**src/rtl/core/desc_pkg.sv**
```systemverilog
// Shared types and constants for the debounced event session counter.
// No dependencies; every other file in rtl/core refers to this package by scoped names.
package desc_pkg;

   localparam int TIME_W     = 56;
   localparam int COUNT_W    = 16;
   localparam int DEBOUNCE_W = 8;
   localparam int SECONDS_W  = 16;
   localparam int PRESCALE_W = 16;
   localparam int CSR_IDX_W  = 2;
   localparam int CSR_DATA_W = 16;

   localparam logic [CSR_IDX_W-1:0] CSR_DEBOUNCE_TICKS   = 2'd0;
   localparam logic [CSR_IDX_W-1:0] CSR_IDLE_SECONDS     = 2'd1;
   localparam logic [CSR_IDX_W-1:0] CSR_TICKS_PER_SECOND = 2'd2;

   localparam logic [DEBOUNCE_W-1:0] DEBOUNCE_RESET = 8'd30;
   localparam logic [SECONDS_W-1:0]  IDLE_RESET     = 16'd60;
   localparam logic [PRESCALE_W-1:0] PRESCALE_RESET = 16'd1000;

   localparam logic [COUNT_W-1:0] COUNT_MAX = 16'hFFFF;

   // command field codes
   localparam logic CMD_TICK  = 1'b0;
   localparam logic CMD_CLEAR = 1'b1;

   typedef struct packed {
      logic              command;
      logic              pin_level;
      logic [TIME_W-1:0] time_now;
   } req_type;

   typedef struct packed {
      logic [COUNT_W-1:0] live_count;
      logic               record_valid;
      logic [TIME_W-1:0]  record_start;
      logic [TIME_W-1:0]  record_end;
      logic [COUNT_W-1:0] record_count;
   } rsp_type;

endpackage

```
**src/rtl/core/desc_qualifier.sv**
```systemverilog
// Falling-edge qualifier with debounce delay for the session counter.
// Depends on desc_pkg.
module desc_qualifier (
   input  logic                             clock,
   input  logic                             reset,
   input  logic                             step,
   input  logic                             pin_level,
   input  logic [desc_pkg::DEBOUNCE_W-1:0]  debounce_ticks,
   output logic                             hit
);

   logic                            prev_ff, prev_in;
   logic                            busy_ff, busy_in;
   logic [desc_pkg::DEBOUNCE_W-1:0] left_ff, left_in;
   logic [desc_pkg::DEBOUNCE_W-1:0] left_dec;
   logic                            expire;

   always_comb begin
      left_dec = (left_ff != '0) ? left_ff - 1'b1 : '0;
      expire   = busy_ff && (left_dec == '0);
      hit      = expire && !pin_level;
      prev_in  = pin_level;
      busy_in  = busy_ff;
      left_in  = left_ff;
      if (busy_ff) begin
         left_in = left_dec;
         busy_in = !expire;
      end else if (prev_ff && !pin_level) begin
         busy_in = 1'b1;
         // zero delay behaves as one tick
         left_in = (debounce_ticks == '0) ? {{(desc_pkg::DEBOUNCE_W-1){1'b0}}, 1'b1}
                                          : debounce_ticks;
      end
   end

   always_ff @(posedge clock) begin
      if (reset) begin
         prev_ff <= 1'b1;
         busy_ff <= 1'b0;
         left_ff <= '0;
      end else if (step) begin
         prev_ff <= prev_in;
         busy_ff <= busy_in;
         left_ff <= left_in;
      end
   end

endmodule

```
**src/rtl/core/debounced_event_session_counter_top.sv**
```systemverilog
// Debounced event session counter, top level.
// Depends on desc_pkg and desc_qualifier.
//
// Usage:
//   req channel: one transfer per item, either a tick (command = tick) carrying
//   the pin level and timestamp, or a clear-count command.
//   rsp channel: exactly one transfer per request, in order, carrying the live
//   count and, when an idle timeout expires, the finished session record.
//   csr port: single-cycle writes of debounce_ticks, idle_seconds and
//   ticks_per_second; write only while no request is outstanding.
// Timing: a request is registered in the input register, then evaluated into the
//   result register that drives rsp_valid and rsp_data.
//   Throughput is one item per clock while no response is held, set by the
//   single evaluate stage between the input and result registers.
// Reset: synchronous, clears both stages, all counters and the session, and
//   restores register defaults (30, 60, 1000).
// Stall: a held response freezes the evaluate stage; the input register still
//   takes one more request, after which req_ready drops until rsp_ready returns.
module debounced_event_session_counter_top (
   input  logic                             clock,
   input  logic                             reset,
   input  logic                             req_valid,
   output logic                             req_ready,
   input  desc_pkg::req_type                req_data,
   output logic                             rsp_valid,
   input  logic                             rsp_ready,
   output desc_pkg::rsp_type                rsp_data,
   input  logic                             csr_we,
   input  logic [desc_pkg::CSR_IDX_W-1:0]   csr_index,
   input  logic [desc_pkg::CSR_DATA_W-1:0]  csr_wdata
);

   localparam int CW = desc_pkg::COUNT_W;
   localparam int PW = desc_pkg::PRESCALE_W;
   localparam int SW = desc_pkg::SECONDS_W;
   localparam int TW = desc_pkg::TIME_W;

   // configuration
   logic [desc_pkg::DEBOUNCE_W-1:0] dbt_ff;
   logic [SW-1:0]                   idle_cfg_ff;
   logic [PW-1:0]                   tps_ff;

   // pipeline
   logic              in_valid_ff, in_valid_in;
   desc_pkg::req_type in_data_ff;
   logic              rsp_valid_ff;
   desc_pkg::rsp_type rsp_data_ff, rsp_in;
   logic              advance, take, tick, req_fire;

   // session state
   logic [PW-1:0] prescale_ff, prescale_in;
   logic [SW-1:0] idle_ff, idle_in;
   logic [CW-1:0] count_ff, count_in;
   logic [TW-1:0] start_ff, start_in;

   logic          hit;
   logic [CW-1:0] count_ev;
   logic [SW-1:0] idle_ev;
   logic [PW-1:0] period;
   logic [PW:0]   next_ps;
   logic          second, fire;

   assign advance     = !rsp_valid_ff || rsp_ready;
   assign take        = in_valid_ff && advance;
   assign tick        = take && (in_data_ff.command == desc_pkg::CMD_TICK);
   assign req_ready   = !in_valid_ff || advance;
   assign req_fire    = req_valid && req_ready;
   assign in_valid_in = req_fire || (in_valid_ff && !advance);

   desc_qualifier u_qualifier (
      .clock          (clock),
      .reset          (reset),
      .step           (tick),
      .pin_level      (in_data_ff.pin_level),
      .debounce_ticks (dbt_ff),
      .hit            (hit)
   );

   always_comb begin
      // event first, then the seconds prescaler sees the reloaded timeout
      count_ev = count_ff;
      idle_ev  = idle_ff;
      start_in = start_ff;
      if (hit) begin
         if (count_ff == '0) start_in = in_data_ff.time_now;
         if (count_ff != desc_pkg::COUNT_MAX) count_ev = count_ff + 1'b1;
         idle_ev = idle_cfg_ff;
      end

      period  = (tps_ff == '0) ? {{(PW-1){1'b0}}, 1'b1} : tps_ff;
      next_ps = {1'b0, prescale_ff} + 1'b1;
      second  = next_ps >= {1'b0, period};
      prescale_in = second ? '0 : next_ps[PW-1:0];

      fire    = second && (idle_ev == {{(SW-1){1'b0}}, 1'b1});
      idle_in = (second && idle_ev != '0) ? idle_ev - 1'b1 : idle_ev;
      count_in = fire ? '0 : count_ev;

      rsp_in.live_count   = count_in;
      rsp_in.record_valid = fire;
      rsp_in.record_start = fire ? start_in : '0;
      rsp_in.record_end   = fire ? in_data_ff.time_now : '0;
      rsp_in.record_count = fire ? count_ev : '0;

      if (in_data_ff.command == desc_pkg::CMD_CLEAR) begin
         rsp_in              = '0;
         rsp_in.live_count   = '0;
      end
   end

   always_ff @(posedge clock) begin
      if (reset) begin
         dbt_ff      <= desc_pkg::DEBOUNCE_RESET;
         idle_cfg_ff <= desc_pkg::IDLE_RESET;
         tps_ff      <= desc_pkg::PRESCALE_RESET;
      end else if (csr_we) begin
         case (csr_index)
            desc_pkg::CSR_DEBOUNCE_TICKS:   dbt_ff      <= csr_wdata[desc_pkg::DEBOUNCE_W-1:0];
            desc_pkg::CSR_IDLE_SECONDS:     idle_cfg_ff <= csr_wdata[SW-1:0];
            desc_pkg::CSR_TICKS_PER_SECOND: tps_ff      <= csr_wdata[PW-1:0];
            default: ;
         endcase
      end
   end

   always_ff @(posedge clock) begin
      if (reset) begin
         in_valid_ff  <= 1'b0;
         rsp_valid_ff <= 1'b0;
         prescale_ff  <= '0;
         idle_ff      <= '0;
         count_ff     <= '0;
         start_ff     <= '0;
      end else begin
         in_valid_ff <= in_valid_in;
         if (advance) rsp_valid_ff <= take;
         if (tick) begin
            prescale_ff <= prescale_in;
            idle_ff     <= idle_in;
            count_ff    <= count_in;
            start_ff    <= start_in;
         end else if (take) begin
            // clear command touches only the count
            count_ff <= '0;
         end
      end
   end

   always_ff @(posedge clock) begin
      if (req_fire) in_data_ff <= req_data;
      if (take) rsp_data_ff <= rsp_in;
   end

   assign rsp_valid = rsp_valid_ff;
   assign rsp_data  = rsp_data_ff;

endmodule

```
**config.mk**
```make
export PLATFORM = sky130hd
export DESIGN_NAME = debounced_event_session_counter_top
export DESIGN_NICKNAME = d
export VERILOG_FILES = /design/src/rtl/core/desc_pkg.sv /design/src/rtl/core/desc_qualifier.sv /design/src/rtl/core/debounced_event_session_counter_top.sv
export SDC_FILE = /design/constraint.sdc
export NUM_CORES = 1
export LEC_CHECK = 0
export BUFFER_PORTS_ARGS = -buffer_cell sky130_fd_sc_hd__buf_2
export CORE_ASPECT_RATIO = 1.75
export CORE_MARGIN = 1.5
export CORE_UTILIZATION = 45
export DETAILED_ROUTE_END_ITERATION = 8
export HOLD_SLACK_MARGIN = 0.12
export PLACE_DENSITY = 0.62
export SYNTH_ARGS = -nofsm -noshare
export SYNTH_HDL_FRONTEND = slang
export SYNTH_SLANG_ARGS = --single-unit
export TNS_END_PERCENT = 30
```
**constraint.sdc**
```tcl
create_clock -name clock -period 9.65 [get_ports clock]
set_input_delay 0.965 -clock clock [delete_from_list [all_inputs] [get_ports clock]]
set_output_delay 0.965 -clock clock [all_outputs]
set_load 0.02 [all_outputs]
```
Yosys cells after proc, flatten, opt, wreduce, memory -nomap -nowiden
Cells that the tools add are included.

word-level totals
  register bits = 359
  logic and storage cells = 79
  bits of input ports = 81
  output and inout bits = 147

operators by class
  multiplexer cells = 17
  reduce and logical (&&, ||, !) cells = 31
  eq/ne operators = 4
  order comparisons = 1
  add/subtract/negate cells = 4
  bitwise gates (word level) = 2

operators by type and width
  operator               count
  $mux 16                9
  $mux 56                2
  $logic_not 16->1       2
  $mux 8                 4
  $add 16x1->17 const B  1
  $ge 17x16->1           1
  $add 16x1->16 const B  1
  $eq 16x1->1 const B    1
  $logic_not 8->1        2
  $ne 16x16->1 const B   1
  $reduce_bool 16->1     1
  $sub 16x1->16 const B  1
  $logic_and 1x1->1      9
  $reduce_and 2->1       4
  $reduce_bool 8->1      1
  $sub 8x1->8 const B    1
  $logic_not 1->1        5
  $reduce_bool 2->1      2
  $logic_or 1x1->1       3
  $eq 2x1->1 const B     1
  $eq 2x2->1 const B     1
  $logic_not 2->1        1
  $mux 1                 2
  $not 1->1              2
  $reduce_or 2->1        1

Logic depth before layout (Yosys ltp)
  depth in word-level cells = 10
  depth in mapped cells = 16
  depth with buffers taken out = 15

Hierarchy
Synthesis repeated with hierarchy kept, for this count alone.

unflattened totals
  cell total of the unflattened synthesis = 1446
  area, all modules = 15331.0 µm²

modules (own cells, without submodules)
  module                               cells each  sequential area each (µm²)  instances  area an instance (µm²)
  debounced_event_session_counter_top  1347        9018.6                      1          14590.2
  desc_qualifier                       99          200.2                       1          740.7

Worst setup path before layout
OpenSTA, ideal clock, no wires.

  path type = in2reg
  start point = input port rsp_ready
  end point = register start_ff[13]
  buffers on the path = 3
  required time = 9.579 ns
  path slack = 2.810 ns
  setup time = 0.071 ns
  data arrival time = 6.769 ns
  stages on the path = 10
  cells stage by stage = nor2b_1 > nand2b_1 > clkbuf_1 > clkinv_1 > nand2_1 > or3_1 > clkbuf_1 > clkbuf_1 > nand2_1 > a21oi_1

between the ends
  word-level cells in the longest chain between the ends = 3

RTL lines
  element               line                                        source
  start, declared       debounced_event_session_counter_top.sv:26   input logic rsp_ready,
  $logic_or 1x1->1      debounced_event_session_counter_top.sv:63   assign advance = !rsp_valid_ff || rsp_ready;
  $logic_and 1x1->1     debounced_event_session_counter_top.sv:64   assign take = in_valid_ff && advance;
  via take              debounced_event_session_counter_top.sv:48   logic advance, take, tick, req_fire;
  $logic_and 1x1->1     debounced_event_session_counter_top.sv:65   assign tick = take && (in_data_ff.command == desc_pkg::CMD_TICK);
  end signal, assigned  debounced_event_session_counter_top.sv:141  start_ff <= start_in;
  end, declared         debounced_event_session_counter_top.sv:54   logic [TW-1:0] start_ff, start_in;

The timed path passes the listed nets, and every way through them passes these cells.
A chain may end at the register's enable or synchronous reset.

Worst setup path in the final report
  start point = register prescale_ff[5]
  end point = register idle_ff[13]

between the ends
  word-level cells in the longest chain between the ends = 4

RTL lines
  element                 line                                        source
  start, declared         debounced_event_session_counter_top.sv:51   logic [PW-1:0] prescale_ff, prescale_in;
  start signal, assigned  debounced_event_session_counter_top.sv:138  prescale_ff <= prescale_in;
  $add 16x1->17           debounced_event_session_counter_top.sv:91   next_ps = {1'b0, prescale_ff} + 1'b1;
  $ge 17x16->1            debounced_event_session_counter_top.sv:92   second = next_ps >= {1'b0, period};
  $logic_and 1x1->1       debounced_event_session_counter_top.sv:96   idle_in = (second && idle_ev != '0) ? idle_ev - 1'b1 : idle_ev;
  $mux 16                 debounced_event_session_counter_top.sv:96
  end signal, assigned    debounced_event_session_counter_top.sv:139  idle_ff <= idle_in;
  end, declared           debounced_event_session_counter_top.sv:52   logic [SW-1:0] idle_ff, idle_in;

No other way between the ends.

==> run summary <==
Run status: finished, final reports clean
Cts bufs inserted: 35
CP Launch Type: flop
Setup TNS: 0 ns
First-pass GRT wire length: 60290 um
I/O pins: 228
Die ar.: 0.03570 mm2
Power Density: 178.3 mW/mm2
Ys async rst share: 0%
Worst r2r dst: idle_ff[13]
Mapped Area: 0.01554 mm2
I/O Buffers: 227
Die H: 248.8 um
Worst Setup End Kind: flop
Routed Antenna Nets: 0
DR pass1 iterations: 5
Final RePlAce weighted congestion: 0.8875
Clock Sink Count: 359
Ys flop type: edfxtp_1
Seq/Total Area, Yosys: 59.33%
VDD IR max: 0.0001343 V
LEAKAGE: 6.493 nW
Flop2flop setup slack: 5.02 ns
Hold path endpoint: start_ff[51]
Simple-Gate Fraction of Synth Area: 20.28%
Die width: 143.5 um
Clock buffer depth: 3
Synth cell types: 78
Place WS: 5.110 ns
Slew of the pin with the lowest slew margin: 1.204 ns
Mux share of post-synthesis cell area: 1.635%
Vias: 12.03k
Post-route minimum period: 4.628 ns
Final Cell Area: 0.01818 mm2
Layout cells sized above 1: 19.18%
Setup violators final: 0
Post-Place Cell Area: 0.01703 mm2
Tot GR Track Use: 21.33%
Synth warn: 0
Vias per Instance: 5.416
Synth Register Bits: 359
Worst Hold Launch: start_ff[51]
XOR/XNOR Fraction of Synth Area: 1.635%
Period utilization: 47.96%
Clk Latency, worst-skew pair: 0.53 ns
RR Startpoint: prescale_ff[5]
Root Buffer: clkbuf_16
Total grt overflow: 0
Detailed Route WL: 38480 um
CP dominant cell by count: nand3_1
Crit-path max cell delay: 0.49 ns
Vias in the first global route: 11.57k
Final Skew: 0.02097 ns
Pins Over Slew Limit: 0
Most frequent cells in the layout: nand2_1 (362), buf_2 (226), edfxtp_1 (203)
RSZ-0062 raised after global routing: false
WS Path Type: reg -> reg
Core Area: 0.03385 mm2
Max_cap viols: 0
# fillers: 3090
Slew HR: 19.71%
Hold Vio Cnt, Final: 0
Area growth syn-to-layout: 16.99%
Hold Path Stages: 2
Most common cell after layout, fill and taps aside: nand2_1
Compound-Gate Fraction of Synth Area: 12.18%
Syn_nets: 1646
Largest net degree at the start of global routing: 84
Pwr Total: 0.003242 W
Post-DP HPWL: 25000 um
Post-route setup slack: 5.022 ns
Average routed wire per standard cell: 17.33 um
# DRC: 0
# nets final: 1839
Syn Inst Count: 1542
Post-synth EDFFs: 203
Arr. time, crit path: 4.99 ns
CTS Hold Buffers Added: 0
CP max FO: 15
Slowest CP cell: o211ai_1
H-tree depth: 2
CP Cell Sequence: and4_1, and2_1, nor2b_1, nand3_1, nor2_1, xor2_1, ha_1, nand3_1, nor4b_1, o21ai_0, o211ai_1, buf_4, nand3_1, nor3_1, a41o_1, a211oi_2
Data required, critical path: 10.01 ns
Synthesized area per cell: 10.08 um2
FF/Latch Area: 0.009219 mm2
Cts repair resizes: 0
Post-synthesis adder-cell area fraction: 1.852%
Fmax: 216.1 MHz
Initial core utilization: 45.90%
Initial DRC Count: 776
CTS tree: done
R2R depth: 16
Worst min path class: reg -> reg
Multi-input gate area: 0.005861 mm2
Largest family of logic cells by synthesized area: simple AND/OR/NAND/NOR gates
CTS clk-pin slew, worst paths: 0.06 ns
Cell Rows: 89
Antenna violations before repair: 4
Post-CTS Setup Repair Bufs: 0
power breakdown:
part / switching [W] / total [W] / internal [W]
logic: 0.000132 / 0.000189 / 0.0000572
clock network: 0.000582 / 0.00136 / 0.000779
registers: 0.0000292 / 0.00169 / 0.00166
total: 0.000743 / 0.00324 / 0.00250
routing by layer:
metal  vias to the layer above  share of wire, %  GRT usage [%]
met2                       398                52          38.17
met3                        92               5.6          3.018
met1                      5727                38          24.52
li1                       5811                 -              -
met4                         0               4.2          10.32
met5                         -                 0              0
how the worst max path moves through the flow:
stage	from	endpoint	slack, ns	cells after the start
6_report	prescale_ff[5]	idle_ff[13]	5.02	16
3_3_place_gp	prescale_ff[5]	idle_ff[11]	5.24	16
5_1_grt	prescale_ff[5]	idle_ff[13]	4.54	16
3_5_place_dp	prescale_ff[5]	idle_ff[13]	5.11	16
2_1_floorplan	rsp_ready	start_ff[13]	2.81	10
4_1_cts	prescale_ff[5]	idle_ff[13]	5.05	16
state kept, by name, indices dropped and copies added (netlist names):
register	cells
rsp_data	145
start_ff	56
idle_cfg_ff	16
prescale_ff	16
in_data_ff	58
in_valid_ff	1
count_ff	16
u_qualifier.busy_ff	1
u_qualifier.left_ff	8
idle_ff	16
u_qualifier.prev_ff	1
tps_ff	16
dbt_ff	8
rsp_valid	1
final cells by class:
| type | count | area share, % |
|---|---|---|
| tap | 455 | 3.132 |
| clock buffer | 43 | 5.155 |
| antenna | 4 | 0.05506 |
| inverter | 35 | 0.7502 |
| multi-input combinational | 1063 | 32.24 |
| clock inverter | 21 | 1.115 |
| timing repair buffer | 241 | 6.841 |
| sequential | 359 | 50.71 |
Yosys cell counts (7+ instances only):
master / number / area (um2)
nand2_1: 362 / 1359
edfxtp_1: 203 / 6096
a21oi_1: 187 / 935.9
dfxtp_1: 156 / 3123
nor2_1: 109 / 409.1
clkbuf_1: 64 / 240.2
and2_1: 60 / 375.4
inv_1: 33 / 123.9
nand3_1: 27 / 135.1
ha_1: 23 / 287.8
nor3_1: 23 / 115.1
mux2i_1: 18 / 180.2
nand4_1: 18 / 112.6
o21ai_0: 18 / 90.09
xnor2_1: 18 / 157.7
o211ai_1: 17 / 127.6
a2bb2oi_1: 12 / 105.1
and3_1: 12 / 75.07
buf_2: 11 / 55.05
nor4_1: 11 / 68.82
xor2_1: 11 / 96.34
a211oi_1: 8 / 60.06
a31oi_1: 8 / 50.05
nor2b_1: 8 / 50.05
buf_1: 7 / 26.28
metrics by stage:
step           hold WS [ns]  utilization (%)  std cells
2_1_floorplan        0.4321                -       1542
3_3_place_gp         0.4378            50.30       2153
3_5_place_dp         0.4436            50.30       2153
4_1_cts              0.4520            53.67       2217
5_1_grt              0.4635            53.70       2221
6_report             0.4500            53.70       2221
worst max-delay path, delay by kind of cell (launching register included):
kind / cells / cell delay [ns]
AO/OA/AOI/OAI: 4 / 0.93
XOR/XNOR: 1 / 0.10
adder cells (fa/ha/maj): 1 / 0.31
buffers and inverters: 1 / 0.36
flip-flops: 1 / 0.44
AND/OR/NAND/NOR: 9 / 2.32
kinds of logic after synthesis:
kind of cell | count (synthesis)
buf+inv | 120
flops | 359
simple gates | 681
fa+ha+maj | 23
mux | 24
xor+xnor | 29
compound gates | 306
(Power assumes the default switching activity.)
